===== config.mk =====
export PLATFORM = sky130hd
export DESIGN_NAME = pun_div
export DESIGN_NICKNAME = d
export VERILOG_FILES = /design/src/hw/rtl/pun_pkg.sv /design/src/hw/rtl/pun_div.sv
export SDC_FILE = /design/constraint.sdc
export NUM_CORES = 1
export LEC_CHECK = 0
export ABC_CLOCK_PERIOD_IN_PS = 5000
export BUFFER_PORTS_ARGS = -buffer_cell sky130_fd_sc_hd__buf_2
export CAP_MARGIN = 20
export CORE_ASPECT_RATIO = 0.5
export CORE_UTILIZATION = 54
export DETAILED_ROUTE_END_ITERATION = 6
export PLACE_DENSITY_LB_ADDON = 0.15
export SYNTH_ARGS = -nofsm -noshare
export SYNTH_HDL_FRONTEND = slang
export SYNTH_SLANG_ARGS = --single-unit
export TNS_END_PERCENT = 100

===== constraint.sdc =====
create_clock -name clk_i -period 5 [get_ports clk_i]
set_clock_uncertainty 0.2 [all_clocks]
set_input_delay 0.25 -clock clk_i [delete_from_list [all_inputs] [get_ports clk_i]]
set_output_delay 0.25 -clock clk_i [all_outputs]
set_load 0.02 [all_outputs]

===== src/hw/rtl/pun_pkg.sv =====
package pun_pkg;

  // fixed field widths
  localparam int SAMPLE_WIDTH = 20;
  localparam int TAP_W        = 12;
  localparam int KSIZE        = 5;
  localparam int KHALF        = 2;
  localparam int KROW_W       = KSIZE * TAP_W;
  localparam int DIM_REG_W    = 8;
  localparam int PHASE_W      = 2;
  localparam int MAX_DIM_DEF  = 128;

  // accumulator widths: at most nine present taps, so four guard bits
  localparam int PROD_W = SAMPLE_WIDTH + TAP_W;
  localparam int NUM_W  = PROD_W + 4;
  localparam int DEN_W  = TAP_W + 4;
  localparam int DIV_W  = NUM_W + 2;
  localparam int QCNT_W = $clog2(SAMPLE_WIDTH + 1);

  // configuration port
  localparam int CFG_IDX_W  = 3;
  localparam int CFG_DATA_W = KROW_W;

  typedef enum logic [CFG_IDX_W-1:0] {
    CFG_KROW0  = 3'd0,
    CFG_KROW1  = 3'd1,
    CFG_KROW2  = 3'd2,
    CFG_KROW3  = 3'd3,
    CFG_KROW4  = 3'd4,
    CFG_ROWS   = 3'd5,
    CFG_COLS   = 3'd6,
    CFG_PHASE  = 3'd7
  } cfg_idx_e;

  typedef enum logic [2:0] {
    S_IDLE,
    S_TAP,
    S_DRAIN,
    S_DIV,
    S_WAIT,
    S_OUT
  } state_e;

  typedef struct packed {
    logic                           mode;
    logic signed [SAMPLE_WIDTH-1:0] sample;
  } in_beat_t;

  typedef struct packed {
    logic signed [SAMPLE_WIDTH-1:0] pixel;
    logic                           no_weight;
    logic                           last_of_frame;
  } out_beat_t;

endpackage


===== src/hw/rtl/pun_div.sv =====
// restoring divider for the rounded quotient, one quotient bit per cycle
module pun_div (
  input  logic                          clk_i,
  input  logic                          rst_ni,
  input  logic                          start_i,
  input  logic [pun_pkg::DIV_W-1:0]     dividend_i,
  input  logic [pun_pkg::DEN_W:0]       divisor_i,
  output logic                          done_o,
  output logic                          ovf_o,
  output logic [pun_pkg::SAMPLE_WIDTH-1:0] quot_o
);

  localparam int SW = pun_pkg::SAMPLE_WIDTH;
  localparam int W  = pun_pkg::DIV_W;
  localparam int CW = pun_pkg::QCNT_W;

  logic [W-1:0]  rem_q, rem_d;
  logic [W-1:0]  dvs_q, dvs_d;
  logic [SW-1:0] quot_q, quot_d;
  logic [CW-1:0] cnt_q, cnt_d;
  logic          busy_q, busy_d;
  logic          ovf_q, ovf_d;
  logic          done_q, done_d;
  logic [W-1:0]  dvs_ext;

  assign dvs_ext = W'(divisor_i);

  // one compare and subtract per step, divisor walks down one bit
  always_comb begin
    rem_d  = rem_q;
    dvs_d  = dvs_q;
    quot_d = quot_q;
    cnt_d  = cnt_q;
    busy_d = busy_q;
    ovf_d  = ovf_q;
    done_d = 1'b0;
    if (start_i) begin
      rem_d  = dividend_i;
      dvs_d  = dvs_ext << (SW - 1);
      quot_d = '0;
      cnt_d  = CW'(SW);
      busy_d = 1'b1;
      ovf_d  = dividend_i >= (dvs_ext << SW);
    end else if (busy_q) begin
      if (rem_q >= dvs_q) begin
        rem_d  = rem_q - dvs_q;
        quot_d = {quot_q[SW-2:0], 1'b1};
      end else begin
        quot_d = {quot_q[SW-2:0], 1'b0};
      end
      dvs_d = dvs_q >> 1;
      cnt_d = cnt_q - CW'(1);
      if (cnt_q == CW'(1)) begin
        busy_d = 1'b0;
        done_d = 1'b1;
      end
    end
  end

  always_ff @(posedge clk_i or negedge rst_ni) begin
    if (!rst_ni) begin
      busy_q <= 1'b0;
      done_q <= 1'b0;
      cnt_q  <= '0;
    end else begin
      busy_q <= busy_d;
      done_q <= done_d;
      cnt_q  <= cnt_d;
    end
  end

  always_ff @(posedge clk_i) begin
    rem_q  <= rem_d;
    dvs_q  <= dvs_d;
    quot_q <= quot_d;
    ovf_q  <= ovf_d;
  end

  assign done_o = done_q;
  assign ovf_o  = ovf_q;
  assign quot_o = quot_q;

endmodule


After elaboration in Yosys (flattened, before gate mapping)
Index checks and enable logic that the tools add are counted.
- bits in registers: 102
- input port bits: 58
- output and inout bits: 22
- word-level logic and storage cells: 30
- $add $sub $neg: 2
- magnitude comparators: 2
- eq/ne operators: 1
- multiplexer cells: 14
- reductions and logical operators: 3
- operator list (kind ; count):
    38-bit two-way mux ; 3
    36-bit two-way mux ; 2
    38-bit by 36-bit greater-or-equal comparator with 1-bit output ; 1
    38-bit by 37-bit greater-or-equal comparator with 1-bit output ; 1
    38-bit by 36-bit subtractor with 38-bit output ; 1
    5-bit two-way mux ; 2
    1-bit two-way mux ; 7
    5-bit by 1-bit == test with 1-bit output (second input constant) ; 1
    5-bit by 1-bit subtractor with 5-bit output (second input constant) ; 1
    2-bit nonzero test ; 2
    2-bit AND reduction ; 1

Logic depth before layout (Yosys ltp)
- depth in word-level cells: 4
- depth in mapped cells: 11
- gate-level depth less buffers: 11

Worst setup path after synthesis
No wires, ideal clock.
- path kind: register to register
- start point: register rem_q[0]
- end point: register rem_q[0] (enable)
- library setup time: 0.456 ns
- data arrival time: 4.206 ns
- required time: 4.344 ns
- path slack: 0.137 ns
- cell stages (with the launch flop): 12
- buffers on the path: 0
- clock period less this slack: 4.863 ns
- path through: edfxtp_1 inv_1 ha_1 fa_1 nor2b_1 o21bai_1 a21oi_1 o21ai_0 a211oi_2 o21ai_1 a21o_1 a31oi_1
- cells in the longest elaborated chain, start to end: 3
- RTL lines (element ; line ; RTL):
    start, declared ; pun_div.sv:17 ; logic [W-1:0] rem_q, rem_d;
    start signal, assigned ; pun_div.sv:73 ; rem_q <= rem_d;
    38-bit by 36-bit greater-or-equal comparator with 1-bit output ; pun_div.sv:45 ; if (rem_q >= dvs_q) begin
    2-bit nonzero test (no source line) ; -- ;
    2-bit AND reduction (no source line) ; -- ;
No other way between the ends.
A chain may end at the register's enable or synchronous reset.

Worst setup path in the final report
- start point: register rem_q[0]
- end point: register rem_q[15] (enable)
The elaborated chain is that of the path after synthesis.

==> flow_summary.json <==
{
  "rsz0062_at_grt": "false",
  "hold_viol_final": 0,
  "htreeDepth": 3,
  "drv_cap": 0,
  "min_path_cells": 3,
  "first_iter_violations": 370,
  "cts_setup_buffers": 0,
  "timing.final.crit_share": 0.763,
  "final_nets": 975,
  "endpoint_kind": "flop",
  "drc": 0,
  "synth_edf_count": 56,
  "rows": 28,
  "die_w_um": 160,
  "rr_endpoint": "rem_q[15]$_DFFE_PP_",
  "grt_overflow": 0,
  "hold_slack_ns": 0.0110,
  "fillers": 1034,
  "synthTopCellsByArea": "edfxtp_1 25%, dfxtp_1 12%, ha_1 10%",
  "syn_to_final_growth_pct": 15.1,
  "min_from": "dividend_i[22]",
  "multi_input_area_um2": 3730,
  "layout-drive-gt1-share": 0.130,
  "max_slew_margin": 0.437,
  "grt_pass1_vias": 5473,
  "grt_max_degree": 86,
  "tightest_slew_ns": 0.844,
  "ys.warnings.count": 0,
  "ff2ff_path_depth": 12,
  "hpwlAfterDp_um": 11800,
  "syn-num-nets": 895,
  "ios": 80,
  "detail_route.vias_per_cell": 5.69,
  "holdCritPathClass": "primary input to flop",
  "required_ns": 4.85,
  "drtAntennaViolNets": 0,
  "clock_latency_ns": 0.36,
  "ys_types": 63,
  "synth_area_per_cell_um2": 8.66,
  "setup.worst_path.start": "rem_q[0]$_DFFE_PP_",
  "async_flop_share": 0.0686,
  "critical_path_arrival_ns": 3.67,
  "period_minus_slack_ns": 3.81,
  "holdPathEnd": "rem_q[22]$_DFFE_PP_",
  "numCtsBuffers": 9,
  "syn_area_um2": 6770,
  "die_h_um": 81.1,
  "synth_cells": 781,
  "ff2ff_setup_slack_ns": 1.19,
  "r2r-start": "rem_q[0]$_DFFE_PP_",
  "clockBufferDepth": 2,
  "design.die.area_um2": 13000,
  "yosysTopAreaCellShare": 0.249,
  "critPathMaxFanout": 25,
  "regArea_um2": 2640,
  "ys_ff_latch": 102,
  "drt-total-wl_um": 16300,
  "start_kind": "flop",
  "synth-seq-area-share": 0.390,
  "p_leak_nw": 3.65,
  "synth-main-ff-cell": "edfxtp_1",
  "fmax_mhz": 262,
  "cts_resized": 0,
  "status": "finished, final reports clean",
  "antenna_found_initial": 0,
  "root_buffer": "clkbuf_16",
  "clkSinkCount": 102,
  "ir_worst_vdd_mv": 0.211,
  "final_max_slew_viol_count": 0,
  "vias": 5864,
  "io_buffers": 79,
  "core_um2": 12000,
  "groute.usage.overall": 0.260,
  "netlist.top_cell.by_area": "edfxtp_1",
  "grt_pass1_wl_um": 26400,
  "synth_common_cells": "97 x nand2_1, 78 x nor2_1, 71 x inv_1, 66 x o21ai_0, 56 x edfxtp_1",
  "n_antenna_cell": 0,
  "cts_tree": "built",
  "dr.pass1.iters": 6,
  "worstSetupPathType": "flop to flop",
  "clk_pin_slew_ns": 0.07,
  "setup_viol": 0,
  "finalSetupTns_ns": 0,
  "place_congestion": 0.897,
  "synth_most_common_cell": "nand2_1",
  "start_util": 0.563,
  "wl_per_cell_um": 15.8,
  "power.density_nw_per_um2": 512
}
-- kinds of logic (layout without fill, tap and decap cells) --
kind of cell | count (synthesis) | in the layout | share of synthesized area
AO/OA/AOI/OAI | 198 | 198 | 0.184
flip-flops | 102 | 102 | 0.390
XOR/XNOR | 29 | 29 | 0.0375
adder cells (fa/ha/maj) | 56 | 56 | 0.105
multiplexers | 39 | 39 | 0.0579
buffers and inverters | 108 | 193 | 0.0612
AND/OR/NAND/NOR | 249 | 249 | 0.165
-- layer usage --
| metal | global-route usage | vias up | share of wire |
|---|---|---|---|
| met5 | 0 | - | 0 |
| li1 | - | 2920 | - |
| met4 | 0.0648 | 0 | 0.011 |
| met1 | 0.365 | 2724 | 0.49 |
| met2 | 0.417 | 203 | 0.43 |
| met3 | 0.0485 | 17 | 0.072 |
-- how the worst max path moves through the flow --
stage	end	slack, ns	cells after the start
6_report	rem_q[15]$_DFFE_PP_	1.19	12
5_1_grt	rem_q[2]$_DFFE_PP_	0.93	12
4_1_cts	rem_q[10]$_DFFE_PP_	1.18	12
3_5_place_dp	rem_q[8]$_DFFE_PP_	1.21	12
3_3_place_gp	rem_q[8]$_DFFE_PP_	1.34	12
2_1_floorplan	rem_q[0]$_DFFE_PP_	0.14	11
-- timing repair --
| action | in CTS | in global routing |
|---|---|---|
| endpoints found under the hold margin | 29 | 0 |
| hold buffers | 23 | 0 |
| setup endpoints to repair | 0 | 0 |
-- per-stage QoR --
stage | std cells | setup WS [ns] | power [mW] | instance area (µm²) | utilization
2_1_floorplan | 781 | 0.137 | 2.80 | 6770 | -
3_3_place_gp | 992 | 1.34 | 3.22 | 7280 | 0.606
3_5_place_dp | 992 | 1.21 | 3.26 | 7280 | 0.606
6_report | 1031 | 1.19 | 3.98 | 7790 | 0.648
5_1_grt | 1031 | 0.927 | 4.28 | 7790 | 0.648
4_1_cts | 1031 | 1.18 | 3.97 | 7790 | 0.648
-- sequential cells by signal (all words and copies together) (netlist names) --
register and count:
dvs_q 36, rem_q 38, quot_o 20, ovf_o 1, cnt_q 5, busy_q 1, done_o 1
-- worst max-delay path, stage by stage, from the launching register on --
cell	delay, ns
edfxtp_1	0.33
inv_1	0.04
ha_1	0.23
fa_1	0.42
nor2b_1	0.17
o21bai_1	0.08
a21oi_1	0.21
o21ai_0	0.20
a211oi_2	0.40
o21ai_1	0.19
a21o_1	0.25
a31oi_4	0.53
buf_12	0.28
-- placed cells by master, fill, tap and decap left out, types with 8 or more instances in the layout --
cell and n:
nand2_1 97, nor2_1 78, buf_2 78, inv_1 71, o21ai_0 66, edfxtp_1 56
ha_1 55, a21oi_1 52, dfxtp_1 39, mux2i_1 38, dlygate4sd3_1 23, xnor2_1 21
a21o_1 20, nor3_1 13, nand4_1 13, clkbuf_16 9, xor2_1 8, nand3_1 8
o21bai_1 8
-- power breakdown --
part / internal, mW / leakage [nW] / switching, mW
Sequential: 1.14 / 0.998 / 0.0875
Combinational: 0.826 / 2.51 / 1.25
Clock: 0.345 / 0.143 / 0.338
-- layout make-up --
| type | count | area share |
|---|---|---|
| Inverter | 72 | 0.0347 |
| Multi-Input combinational cell | 571 | 0.479 |
| Tap cell | 165 | 0.0265 |
| Clock buffer | 9 | 0.0289 |
| Sequential cell | 102 | 0.339 |
| Timing Repair Buffer | 105 | 0.0852 |
| Clock inverter | 7 | 0.00707 |
Power figures use the tool's default switching activity.
